<file path="src/rtl/rvienc_pkg.sv">
// shared types, constants and lookup functions of the rv32i instruction encoder
`default_nettype none

package rvienc_pkg;

	// base opcodes
	localparam logic [6:0] OP_REG    = 7'b0110011;
	localparam logic [6:0] OP_IMM    = 7'b0010011;
	localparam logic [6:0] OP_LOAD   = 7'b0000011;
	localparam logic [6:0] OP_JALR   = 7'b1100111;
	localparam logic [6:0] OP_STORE  = 7'b0100011;
	localparam logic [6:0] OP_BRANCH = 7'b1100011;
	localparam logic [6:0] OP_LUI    = 7'b0110111;
	localparam logic [6:0] OP_AUIPC  = 7'b0010111;
	localparam logic [6:0] OP_JAL    = 7'b1101111;

	// funct7 values
	localparam logic [6:0] F7_BASE = 7'b0000000;
	localparam logic [6:0] F7_ALT  = 7'b0100000;

	// funct3 values
	localparam logic [2:0] F3_0 = 3'd0;
	localparam logic [2:0] F3_1 = 3'd1;
	localparam logic [2:0] F3_2 = 3'd2;
	localparam logic [2:0] F3_3 = 3'd3;
	localparam logic [2:0] F3_4 = 3'd4;
	localparam logic [2:0] F3_5 = 3'd5;
	localparam logic [2:0] F3_6 = 3'd6;
	localparam logic [2:0] F3_7 = 3'd7;

	// mnemonic codes
	typedef enum logic [5:0] {
		MN_ADD, MN_SUB, MN_SLL, MN_SLT, MN_SLTU, MN_XOR, MN_SRL, MN_SRA, MN_OR, MN_AND,
		MN_ADDI, MN_SLTI, MN_SLTIU, MN_XORI, MN_ORI, MN_ANDI, MN_SLLI, MN_SRLI, MN_SRAI,
		MN_LB, MN_LH, MN_LW, MN_LBU, MN_LHU,
		MN_JALR,
		MN_SB, MN_SH, MN_SW,
		MN_BEQ, MN_BNE, MN_BLT, MN_BGE, MN_BLTU, MN_BGEU,
		MN_LUI, MN_AUIPC,
		MN_JAL
	} mnem_t;

	// instruction layouts
	typedef enum logic [2:0] {
		FMT_R, FMT_SHIFT, FMT_I, FMT_S, FMT_B, FMT_U, FMT_J, FMT_BAD
	} fmt_t;

	// one instruction to encode
	typedef struct packed {
		logic [5:0]         action;
		logic [4:0]         dest_reg;
		logic [4:0]         src1_reg;
		logic [4:0]         src2_reg;
		logic signed [31:0] immediate;
		logic signed [31:0] label_offset;
		logic               target_is_label;
	} in_item_t;

	// one encoded result
	typedef struct packed {
		logic [31:0] machine_word;
		logic        bad_mnemonic;
	} out_item_t;

	// layout of a mnemonic
	function automatic fmt_t get_format(input mnem_t code);
		fmt_t f;
		case (code) inside
			[MN_ADD:MN_AND]:   f = FMT_R;
			[MN_SLLI:MN_SRAI]: f = FMT_SHIFT;
			[MN_ADDI:MN_ANDI],
			[MN_LB:MN_JALR]:   f = FMT_I;
			[MN_SB:MN_SW]:     f = FMT_S;
			[MN_BEQ:MN_BGEU]:  f = FMT_B;
			MN_LUI, MN_AUIPC:  f = FMT_U;
			MN_JAL:            f = FMT_J;
			default:           f = FMT_BAD;
		endcase
		return f;
	endfunction

	// major opcode of a mnemonic
	function automatic logic [6:0] get_opcode(input mnem_t code);
		logic [6:0] op;
		case (code) inside
			[MN_ADD:MN_AND]:   op = OP_REG;
			[MN_ADDI:MN_SRAI]: op = OP_IMM;
			[MN_LB:MN_LHU]:    op = OP_LOAD;
			MN_JALR:           op = OP_JALR;
			[MN_SB:MN_SW]:     op = OP_STORE;
			[MN_BEQ:MN_BGEU]:  op = OP_BRANCH;
			MN_LUI:            op = OP_LUI;
			MN_AUIPC:          op = OP_AUIPC;
			MN_JAL:            op = OP_JAL;
			default:           op = '0;
		endcase
		return op;
	endfunction

	// funct3 of a mnemonic
	function automatic logic [2:0] get_funct3(input mnem_t code);
		logic [2:0] f3;
		case (code)
			MN_SLL, MN_SLLI, MN_LH, MN_SH, MN_BNE:         f3 = F3_1;
			MN_SLT, MN_SLTI, MN_LW, MN_SW:                 f3 = F3_2;
			MN_SLTU, MN_SLTIU:                             f3 = F3_3;
			MN_XOR, MN_XORI, MN_LBU, MN_BLT:               f3 = F3_4;
			MN_SRL, MN_SRA, MN_SRLI, MN_SRAI, MN_LHU,
			MN_BGE:                                        f3 = F3_5;
			MN_OR, MN_ORI, MN_BLTU:                        f3 = F3_6;
			MN_AND, MN_ANDI, MN_BGEU:                      f3 = F3_7;
			default:                                       f3 = F3_0;
		endcase
		return f3;
	endfunction

	// funct7 of a mnemonic, alternate only for subtract and arithmetic shifts
	function automatic logic [6:0] get_funct7(input mnem_t code);
		logic [6:0] f7;
		case (code)
			MN_SUB, MN_SRA, MN_SRAI: f7 = F7_ALT;
			default:                 f7 = F7_BASE;
		endcase
		return f7;
	endfunction

endpackage

`default_nettype wire

</file>
<file path="src/rtl/rvienc_req_if.sv">
// request channel carrying one instruction to encode
`default_nettype none

interface rvienc_req_if;
	logic               valid;
	logic               ready;
	logic [5:0]         action;
	logic [4:0]         dest_reg;
	logic [4:0]         src1_reg;
	logic [4:0]         src2_reg;
	logic signed [31:0] immediate;
	logic signed [31:0] label_offset;
	logic               target_is_label;

	modport source (
		output valid, action, dest_reg, src1_reg, src2_reg, immediate, label_offset,
			target_is_label,
		input  ready
	);

	modport sink (
		input  valid, action, dest_reg, src1_reg, src2_reg, immediate, label_offset,
			target_is_label,
		output ready
	);
endinterface

`default_nettype wire

</file>
<file path="src/rtl/rvienc_rsp_if.sv">
// response channel carrying one encoded machine word
`default_nettype none

interface rvienc_rsp_if;
	logic        valid;
	logic        ready;
	logic [31:0] machine_word;
	logic        bad_mnemonic;

	modport source (
		output valid, machine_word, bad_mnemonic,
		input  ready
	);

	modport sink (
		input  valid, machine_word, bad_mnemonic,
		output ready
	);
endinterface

`default_nettype wire

</file>
<file path="src/rtl/rvienc_pack.sv">
// field lookup and bit packing of one rv32i instruction
`default_nettype none

module rvienc_pack (
	input  rvienc_pkg::in_item_t  item,
	output rvienc_pkg::out_item_t result
);
	import rvienc_pkg::*;

	mnem_t       code;
	fmt_t        fmt;
	logic [6:0]  op;
	logic [2:0]  f3;
	logic [6:0]  f7;
	logic [31:0] imm;
	logic [31:0] tgt;
	logic [4:0]  rd;
	logic [4:0]  rs1;
	logic [4:0]  rs2;

	// table lookups
	assign code = mnem_t'(item.action);
	assign fmt  = get_format(code);
	assign op   = get_opcode(code);
	assign f3   = get_funct3(code);
	assign f7   = get_funct7(code);
	assign imm  = item.immediate;
	assign rd   = item.dest_reg;
	assign rs1  = item.src1_reg;
	assign rs2  = item.src2_reg;

	// branch and jump offset source
	assign tgt = item.target_is_label ? item.label_offset : item.immediate;

	// packing per layout
	always_comb begin
		result.bad_mnemonic = 1'b0;
		case (fmt)
			FMT_R:     result.machine_word = {f7, rs2, rs1, f3, rd, op};
			FMT_SHIFT: result.machine_word = {f7, imm[4:0], rs1, f3, rd, op};
			FMT_I:     result.machine_word = {imm[11:0], rs1, f3, rd, op};
			FMT_S:     result.machine_word = {imm[11:5], rs2, rs1, f3, imm[4:0], op};
			FMT_B:     result.machine_word = {tgt[12], tgt[10:5], rs2, rs1, f3,
				tgt[4:1], tgt[11], op};
			FMT_U:     result.machine_word = {imm[19:0], rd, op};
			FMT_J:     result.machine_word = {tgt[20], tgt[10:1], tgt[11], tgt[19:12],
				rd, op};
			default: begin
				result.machine_word = '0;
				result.bad_mnemonic = 1'b1;
			end
		endcase
	end

endmodule

`default_nettype wire

</file>
<file path="src/rtl/rv32i_instruction_encoder.sv">
// RV32I instruction encoder: resolved instruction in, 32-bit machine word out
// Channels: req carries one resolved instruction (mnemonic code, rd, rs1, rs2,
//   immediate, label offset and label select); rsp carries the encoded machine
//   word and a flag for an unknown mnemonic code (word is then zero).
// Both channels use valid/ready; a transaction happens on a rising edge with
//   valid and ready high.
// Path: a transaction taken sits in the input register (_s1), is encoded by the
//   table lookup and packing logic and moves to the result register (_s2) once
//   that is empty or rsp takes its result; rsp.valid is high while _s2 is full.
// Throughput: one instruction per cycle while rsp is not stalled; holds up to two
//   and fills an empty input register while a finished result waits on rsp.
// Stall: when rsp.ready is low a full result register holds; the input register
//   holds once the result register is full and rsp.ready is low, and req.ready drops
//   only when both registers are full and rsp.ready is low.
// Reset: arst_n low clears both stage valid flags at once; nothing is in flight.
`default_nettype none

module rv32i_instruction_encoder (
	input  wire          clk,
	input  wire          arst_n,
	rvienc_req_if.sink   req,
	rvienc_rsp_if.source rsp
);
	import rvienc_pkg::*;

	in_item_t  item_in;
	in_item_t  item_s1;
	out_item_t res_comb;
	out_item_t res_s2;
	logic      vld_s1;
	logic      vld_s2;
	logic      adv_s2;
	logic      adv_s1;

	// handshake control
	assign adv_s2    = !vld_s2 || rsp.ready;
	assign adv_s1    = !vld_s1 || adv_s2;
	assign req.ready = adv_s1;

	// request payload gathered into a struct
	assign item_in = '{
		action:          req.action,
		dest_reg:        req.dest_reg,
		src1_reg:        req.src1_reg,
		src2_reg:        req.src2_reg,
		immediate:       req.immediate,
		label_offset:    req.label_offset,
		target_is_label: req.target_is_label
	};

	// stage valid flags
	always_ff @(posedge clk or negedge arst_n) begin
		if (!arst_n) begin
			vld_s1 <= 1'b0;
			vld_s2 <= 1'b0;
		end else begin
			if (adv_s1) vld_s1 <= req.valid;
			if (adv_s2) vld_s2 <= vld_s1;
		end
	end

	// input register
	always_ff @(posedge clk) begin
		if (adv_s1 && req.valid) item_s1 <= item_in;
	end

	// encode logic
	rvienc_pack u_pack (
		.item   (item_s1),
		.result (res_comb)
	);

	// result register
	always_ff @(posedge clk) begin
		if (adv_s2 && vld_s1) res_s2 <= res_comb;
	end

	assign rsp.valid        = vld_s2;
	assign rsp.machine_word = res_s2.machine_word;
	assign rsp.bad_mnemonic = res_s2.bad_mnemonic;

	// an unknown mnemonic always comes with a zero word
	a_bad_zero: assert property (@(posedge clk) disable iff (!arst_n)
		vld_s2 && res_s2.bad_mnemonic |-> res_s2.machine_word == '0)
		else $error("bad mnemonic with nonzero machine word");

	// an accepted transaction always lands in the input register
	a_take_s1: assert property (@(posedge clk) disable iff (!arst_n)
		req.valid && req.ready |=> vld_s1)
		else $error("accepted transaction lost at input register");

	// a stalled input register keeps its contents
	a_hold_s1: assert property (@(posedge clk) disable iff (!arst_n)
		vld_s1 && !adv_s2 |=> vld_s1 && $stable(item_s1))
		else $error("input register changed while stalled");

	// a full input register moves on when the result register frees up
	a_move_s2: assert property (@(posedge clk) disable iff (!arst_n)
		vld_s1 && adv_s2 |=> vld_s2)
		else $error("encoded result dropped");

endmodule

`default_nettype wire

</file>
<file path="src/flat_wrapper.sv">
// flat-port wrapper written by rule: the top's interface ports become plain ports
module rv32i_instruction_encoder_flat import rvienc_pkg::*;
  (clk, arst_n, req_valid, req_action, req_dest_reg, req_src1_reg, req_src2_reg, req_immediate, req_label_offset, req_target_is_label, req_ready, rsp_valid, rsp_machine_word, rsp_bad_mnemonic, rsp_ready);
  rvienc_req_if req_i ();
  rvienc_rsp_if rsp_i ();
  input  wire clk;
  input  wire arst_n;
  input wire logic [$bits(req_i.valid)-1:0] req_valid;
  input wire logic [$bits(req_i.action)-1:0] req_action;
  input wire logic [$bits(req_i.dest_reg)-1:0] req_dest_reg;
  input wire logic [$bits(req_i.src1_reg)-1:0] req_src1_reg;
  input wire logic [$bits(req_i.src2_reg)-1:0] req_src2_reg;
  input wire logic [$bits(req_i.immediate)-1:0] req_immediate;
  input wire logic [$bits(req_i.label_offset)-1:0] req_label_offset;
  input wire logic [$bits(req_i.target_is_label)-1:0] req_target_is_label;
  output wire logic [$bits(req_i.ready)-1:0] req_ready;
  output wire logic [$bits(rsp_i.valid)-1:0] rsp_valid;
  output wire logic [$bits(rsp_i.machine_word)-1:0] rsp_machine_word;
  output wire logic [$bits(rsp_i.bad_mnemonic)-1:0] rsp_bad_mnemonic;
  input wire logic [$bits(rsp_i.ready)-1:0] rsp_ready;
  assign req_i.valid = req_valid;
  assign req_i.action = req_action;
  assign req_i.dest_reg = req_dest_reg;
  assign req_i.src1_reg = req_src1_reg;
  assign req_i.src2_reg = req_src2_reg;
  assign req_i.immediate = req_immediate;
  assign req_i.label_offset = req_label_offset;
  assign req_i.target_is_label = req_target_is_label;
  assign req_ready = req_i.ready;
  assign rsp_valid = rsp_i.valid;
  assign rsp_machine_word = rsp_i.machine_word;
  assign rsp_bad_mnemonic = rsp_i.bad_mnemonic;
  assign rsp_i.ready = rsp_ready;
  rv32i_instruction_encoder u_core (.clk(clk), .arst_n(arst_n), .req(req_i), .rsp(rsp_i));
endmodule
</file>
<file path="config.mk">
export PLATFORM = sky130hd
export DESIGN_NAME = rv32i_instruction_encoder_flat
export DESIGN_NICKNAME = d
export VERILOG_FILES = /design/src/rtl/rvienc_pkg.sv /design/src/rtl/rvienc_req_if.sv /design/src/rtl/rvienc_rsp_if.sv /design/src/rtl/rvienc_pack.sv /design/src/rtl/rv32i_instruction_encoder.sv /design/src/flat_wrapper.sv
export SDC_FILE = /design/constraint.sdc
export NUM_CORES = 1
export LEC_CHECK = 0
export BUFFER_PORTS_ARGS = -buffer_cell sky130_fd_sc_hd__buf_2
export CAP_MARGIN = 5
export CORE_ASPECT_RATIO = 0.9
export CORE_MARGIN = 3
export CORE_UTILIZATION = 35
export CTS_BUF_LIST = sky130_fd_sc_hd__clkbuf_8
export CTS_CLUSTER_SIZE = 8
export DETAILED_ROUTE_END_ITERATION = 8
export PLACE_DENSITY = 0.69
export SLEW_MARGIN = 20
export SYNTH_ARGS = -nofsm -noshare
export SYNTH_HDL_FRONTEND = slang
export SYNTH_SLANG_ARGS = --single-unit
</file>
<file path="constraint.sdc">
create_clock -name clk -period 3 [get_ports clk]
set_clock_uncertainty 0.05 [all_clocks]
set_input_delay 0 -clock clk [delete_from_list [all_inputs] [get_ports clk]]
set_output_delay 0 -clock clk [all_outputs]
set_load 0.005 [all_outputs]
</file>
; ---- Word-level counts from Yosys, hierarchy flattened
; Memory sizes are Yosys's and may differ from the RTL's. A register that Yosys moved wholly into a read port is not among the register bits.
; Index checks and enable logic that the tools add are counted.
[totals]
register_bits = 99
rom_bits = 192
inputBits = 90
out_inout_bits = 35
wordCells = 78
n_memories = 1
[op_classes]
order_cmp = 13
n_eq_ne = 13
muxes = 21
reduce_logical = 19
[memory_table]
columns = memory, words, width, read_ports, rd_ports_with_merged_regs, write_ports, line
row1 = (name not given), 64, 3, 1, 1, 0, rvienc_pkg.sv:103  ; case (code)
[ops]
columns = op, n
row1 = case mux 32 bit (7 select lines), 1
row2 = two-way mux 7 bit, 9
row3 = greater-or-equal comparator 6 x 5 -> 1 bit (second input constant), 4
row4 = less-or-equal comparator 6 x 5 -> 1 bit (second input constant), 4
row5 = two-way mux 21 bit, 1
row6 = == test 6 bit (second input constant), 3
row7 = two-way mux 3 bit, 6
row8 = == test 6 x 5 -> 1 bit (second input constant), 2
row9 = less-or-equal comparator 6 x 4 -> 1 bit (second input constant), 2
row10 = two-way mux 6 bit, 2
row11 = logical AND 1 bit, 10
row12 = == test 3 bit (second input constant), 3
row13 = OR reduction 7 bit, 1
row14 = == test 3 x 2 -> 1 bit (second input constant), 2
row15 = == test 6 x 1 -> 1 bit (second input constant), 1
row16 = == test 6 x 3 -> 1 bit (second input constant), 1
row17 = greater-or-equal comparator 6 x 1 -> 1 bit (second input constant), 1
row18 = greater-or-equal comparator 6 x 4 -> 1 bit (second input constant), 1
row19 = less-or-equal comparator 6 bit (second input constant), 1
row20 = OR reduction 2 bit, 2
row21 = == test 3 x 1 -> 1 bit (second input constant), 1
row22 = zero test 3 bit, 1
row23 = OR reduction 3 bit, 1
row24 = zero test 1 bit, 2
row25 = other kinds (2), 4

; ---- Depth between registers and ports, before layout
[logic_depth]
depth_word = 11
depth_mapped = 13
mapped_depth_nobuf = 12

; ---- By module
; A second synthesis with hierarchy kept.
[unflattened]
cells_unflattened = 301
hier_area_um2 = 4973.5
[modules_own_cells]
columns = mod, instances, cells_each, area_per_inst_um2, seq_area_each_um2
row1 = rv32i_instruction_encoder, 1, 127, 3677.3, 3623.5
row2 = rvienc_pack, 1, 174, 1296.2, 0.0

; ---- Worst setup path before layout
; No wires, ideal clock.
[synth_path]
path_type = reg2reg
start = register u_core.vld_s2 (netlist: u_core.rsp.valid)
end = register u_core.u_pack.f3[0] (netlist name)
setup_ns = 0.081
arrival_time_ns = 2.659
required_ns = 2.869
path_slack_ns = 0.210
path_stages_with_launch = 14
n_path_buf = 1
period_less_slack_ns = 2.790
path_cell_list = dfrtp_1 > and3b_1 > buf_2 > inv_4 > nand2_4 > inv_6 > mux2i_1 > inv_1 > ha_1 > nor4b_1 > a41oi_1 > nand3_1 > o21ai_0 > a41oi_1
[synth_between]
elab_chain_cells = 5
[synth_rtl]
columns = element, line
row1 = "start, declared", rv32i_instruction_encoder.sv:31  ; logic vld_s2;
row2 = "start signal, assigned", rv32i_instruction_encoder.sv:58  ; if (adv_s2) vld_s2 <= vld_s1;
row3 = zero test 1 bit, rv32i_instruction_encoder.sv:36  ; assign adv_s2 = !vld_s2 || rsp.ready;
row4 = logical OR 1 bit, rv32i_instruction_encoder.sv:36
row5 = logical OR 1 bit, rv32i_instruction_encoder.sv:37  ; assign adv_s1 = !vld_s1 || adv_s2;
row6 = named net req_ready, flat_wrapper.sv:16  ; output wire logic [$bits(req_i.ready)-1:0] req_ready;
row7 = logical AND 1 bit, rv32i_instruction_encoder.sv:64  ; if (adv_s1 && req.valid) item_s1 <= item_in;
row8 = two-way mux 6 bit (no source line), --
; The timed path passes the listed nets, and every way through them passes these cells.
; A chain may end at the register's enable or synchronous reset.

; ---- Worst setup path in the final report
[layout_path]
start = register u_core.vld_s1
end = register u_core.u_pack.f3[0] (netlist name)
[layout_between]
elab_chain_cells = 4
[layout_rtl]
columns = element, line
row1 = "start, declared", rv32i_instruction_encoder.sv:30  ; logic vld_s1;
row2 = "start signal, assigned", rv32i_instruction_encoder.sv:57  ; if (adv_s1) vld_s1 <= req.valid;
row3 = zero test 1 bit, rv32i_instruction_encoder.sv:37
row4 = logical OR 1 bit, rv32i_instruction_encoder.sv:37
row5 = logical AND 1 bit, rv32i_instruction_encoder.sv:64
row6 = two-way mux 6 bit (no source line), --
; Every way passes these cells.

==> impl_metrics.json <==
{
  "hold_class": "primary input to flop",
  "cp-start-kind": "flop",
  "initial_utilization_pct": 36.66,
  "routed_wl_um": 12220,
  "fin_crit_sh_pct": 87.91,
  "rsz0062_at_grt": "no",
  "io-pin-count": 125,
  "drv_cap": 0,
  "area_growth_pct": 34.09,
  "finalSetupViolCount": 0,
  "clockPowerShare_pct": 25.2,
  "crit_required_ns": 3.24,
  "cts_max_level": 3,
  "synth_area_mm2": 0.004514,
  "place_congestion": 0.8572,
  "dp_cells": 587,
  "status": "finished, final reports clean",
  "min_period_ns": 2.637,
  "drt.antenna.violating_nets": 0,
  "dp_hpwl_um": 7958,
  "ys_seq_area_share_pct": 65.63,
  "synth_edf_count": 95,
  "path_clk_slew_ns": 0.09,
  "viasPerCell": 5.107,
  "synth_ff_type": "edfxtp_1",
  "drive_above_1_share_pct": 26.08,
  "critPathArrivalTime_ns": 2.88,
  "nNetsFinal": 602,
  "hold_depth": 2,
  "avgSynthCellArea_um2": 13.56,
  "post-route-drc-count": 0,
  "swShare_pct": 25.36,
  "p_int_uw": 2172,
  "drt_first_iter_violations": 292,
  "netlist-cell-type-count": 55,
  "leakage_uw": 0.002434,
  "grt_first_pass_wirelength_um": 19020,
  "cts_root_buf": "clkbuf_8",
  "numCtsBuffers": 9,
  "power_frac_comb_pct": 15.7,
  "grt_max_degree": 44,
  "die_area_mm2": 0.01430,
  "die_y_um": 113.7,
  "wl_per_cell_um": 18.24,
  "power_switching_uw": 737.7,
  "layout_common_cells": "101 x buf_2, 95 x edfxtp_1, 67 x dlygate4sd3_1",
  "worst-r2r-cell-count": 12,
  "port_buffers": 101,
  "irDropWorstVdd_uv": 336.9,
  "worstSkewPairLatency_ns": 0.36,
  "syn_nets": 430,
  "antenna_found_initial": 0,
  "drtPass1Iterations": 5,
  "diodes": 0,
  "track_usage_pct": 17.31,
  "fill_cells": 1086,
  "ys_warn_count": 0,
  "tightest_slew_ns": 0.8641,
  "die-width_um": 125.7,
  "overflow": 0,
  "first_global_vias": 3496,
  "ys_ff_latch": 100,
  "endpoint_kind": "flop",
  "maxSlewHeadroom_pct": 41.90,
  "final_common_cell": "buf_2",
  "synthArstFlopShare_pct": 2.000,
  "pwr-share-seq_pct": 59.0,
  "clockBufferDepth": 2,
  "routed-via-count": 3422,
  "max_freq_ghz": 0.3792,
  "cp_max_fo": 9,
  "worstSetupPathType": "flop to flop",
  "cts_tree": "done",
  "tns_ns": 0,
  "powerDensity_mw_per_mm2": 480.6,
  "hold_viol": 0,
  "syn_inst": 333,
  "slew_viol_final": 0,
  "stdcell_count": 670,
  "clock-sinks": 100,
  "fp-row-count": 38,
  "core_mm2": 0.01231
}
cells in the mapped netlist, types with 4 or more instances:
master	count	area share [%]
edfxtp_1	95	63
o21ai_0	21	2.3
mux2i_1	17	3.8
nand2_1	16	1.3
nor2_1	15	1.2
a21oi_1	14	1.6
inv_1	14	1.2
buf_2	13	1.4
a221o_1	8	1.8
a22oi_1	7	1.2
ha_1	7	1.9
nand3_1	6	0.67
nand4_1	6	0.83
a21o_1	5	0.83
a22o_1	5	0.97
clkbuf_1	5	0.42
nand2b_1	5	0.69
o31ai_1	5	0.83
a222oi_1	4	0.89
nor2b_1	4	0.55
o211ai_1	4	0.67
worst max-delay path, stage by stage, from the launching register on:
cell and delay (ns):
dfrtp_1 0.41, and3b_1 0.28, inv_4 0.13, nand2_4 0.11
inv_6 0.09, mux2i_2 0.36, inv_1 0.11, ha_1 0.22
nor4b_1 0.32, a41oi_1 0.08, nand3_1 0.10, o21ai_0 0.09
a41oi_1 0.21
state kept, by name, indices dropped and copies added (netlist names):
register	flops
u_core.item_s1	63
u_core.rsp.bad_mnemonic	1
u_core.rsp.machine_word	31
u_core.u_pack.f3	3
u_core.rsp.valid	1
u_core.vld_s1	1
through the flow:
| step | utilization, % | cell area (um2) | hold slack, ns | setup WS, ns | total power, uW |
|---|---|---|---|---|---|
| after global routing | 49.16 | 6053 | 0.2647 | 0.1058 | 3049 |
| after floorplan | - | 4514 | -0.3456 | 0.2103 | 1949 |
| after CTS | 49.13 | 6050 | 0.2660 | 0.2762 | 2928 |
| after detailed placement | 42.38 | 5219 | -0.2613 | 0.3038 | 2135 |
| after global placement | 42.38 | 5219 | -0.2610 | 0.3676 | 2128 |
| final | 49.16 | 6053 | 0.2908 | 0.3628 | 2909 |
final timing paths:
check / start / slack, ns / end
hold / removal: req_dest_reg[3] / 0.29 / u_core.item_s1[78]
setup / recovery: u_core.vld_s1 / 0.36 / u_core.u_pack.f3[0]
setup reg to reg: u_core.vld_s1 / 0.36 / u_core.u_pack.f3[0]
hold reg to reg: u_core.vld_s1 / 0.48 / u_core.rsp.valid
min in group asynchronous: arst_n / 0.43 / u_core.rsp.valid
max in group asynchronous: arst_n / 2.34 / u_core.vld_s1
cells by family after synthesis:
group                    after synthesis  synth area share [%]
XOR/XNOR                               2                0.3881
adder cells (fa/ha/maj)                8                 2.162
AO/OA/AOI/OAI                         91                 14.66
buffers and inverters                 36                 3.686
AND/OR/NAND/NOR                       79                 9.701
flip-flops                           100                 65.63
multiplexers                          17                 3.769
final cells by class:
class                      count  area, um2  share of cell area, %
clock buffer                   9      123.9                  2.046
clock inverter                 7      36.28                 0.5994
inverter                      16      67.56                  1.116
multi-input combinational    197       1389                  22.94
sequential                   100       2963                  48.95
tap                          160      200.2                  3.307
timing repair buffer         181       1274                  21.04
routing by layer:
| metal | GRT usage (%) | wire length (um) | up-vias |
|---|---|---|---|
| li1 | - | - | 1643 |
| met1 | 23.64 | 5327 | 1622 |
| met2 | 28.05 | 5851 | 147 |
| met3 | 4.401 | 940 | 10 |
| met4 | 4.046 | 98 | 0 |
| met5 | 0 | 0 | - |
power groups by stage:
stage	registers [uW]	logic (uW)	clock network, uW
after global routing	1730	504	816
after CTS	1720	456	755
final	1720	457	735
after global placement	1750	382	0
after detailed placement	1750	387	0
after floorplan	1730	221	0
timing repair:
action / in CTS / in global routing
gates resized for setup: 0 / 1
setup buffers: 0 / 0
setup endpoints to repair: 0 / 1
hold endpoints to repair: 67 / 0
hold buffers: 67 / 0
(Power assumes the default switching activity.)
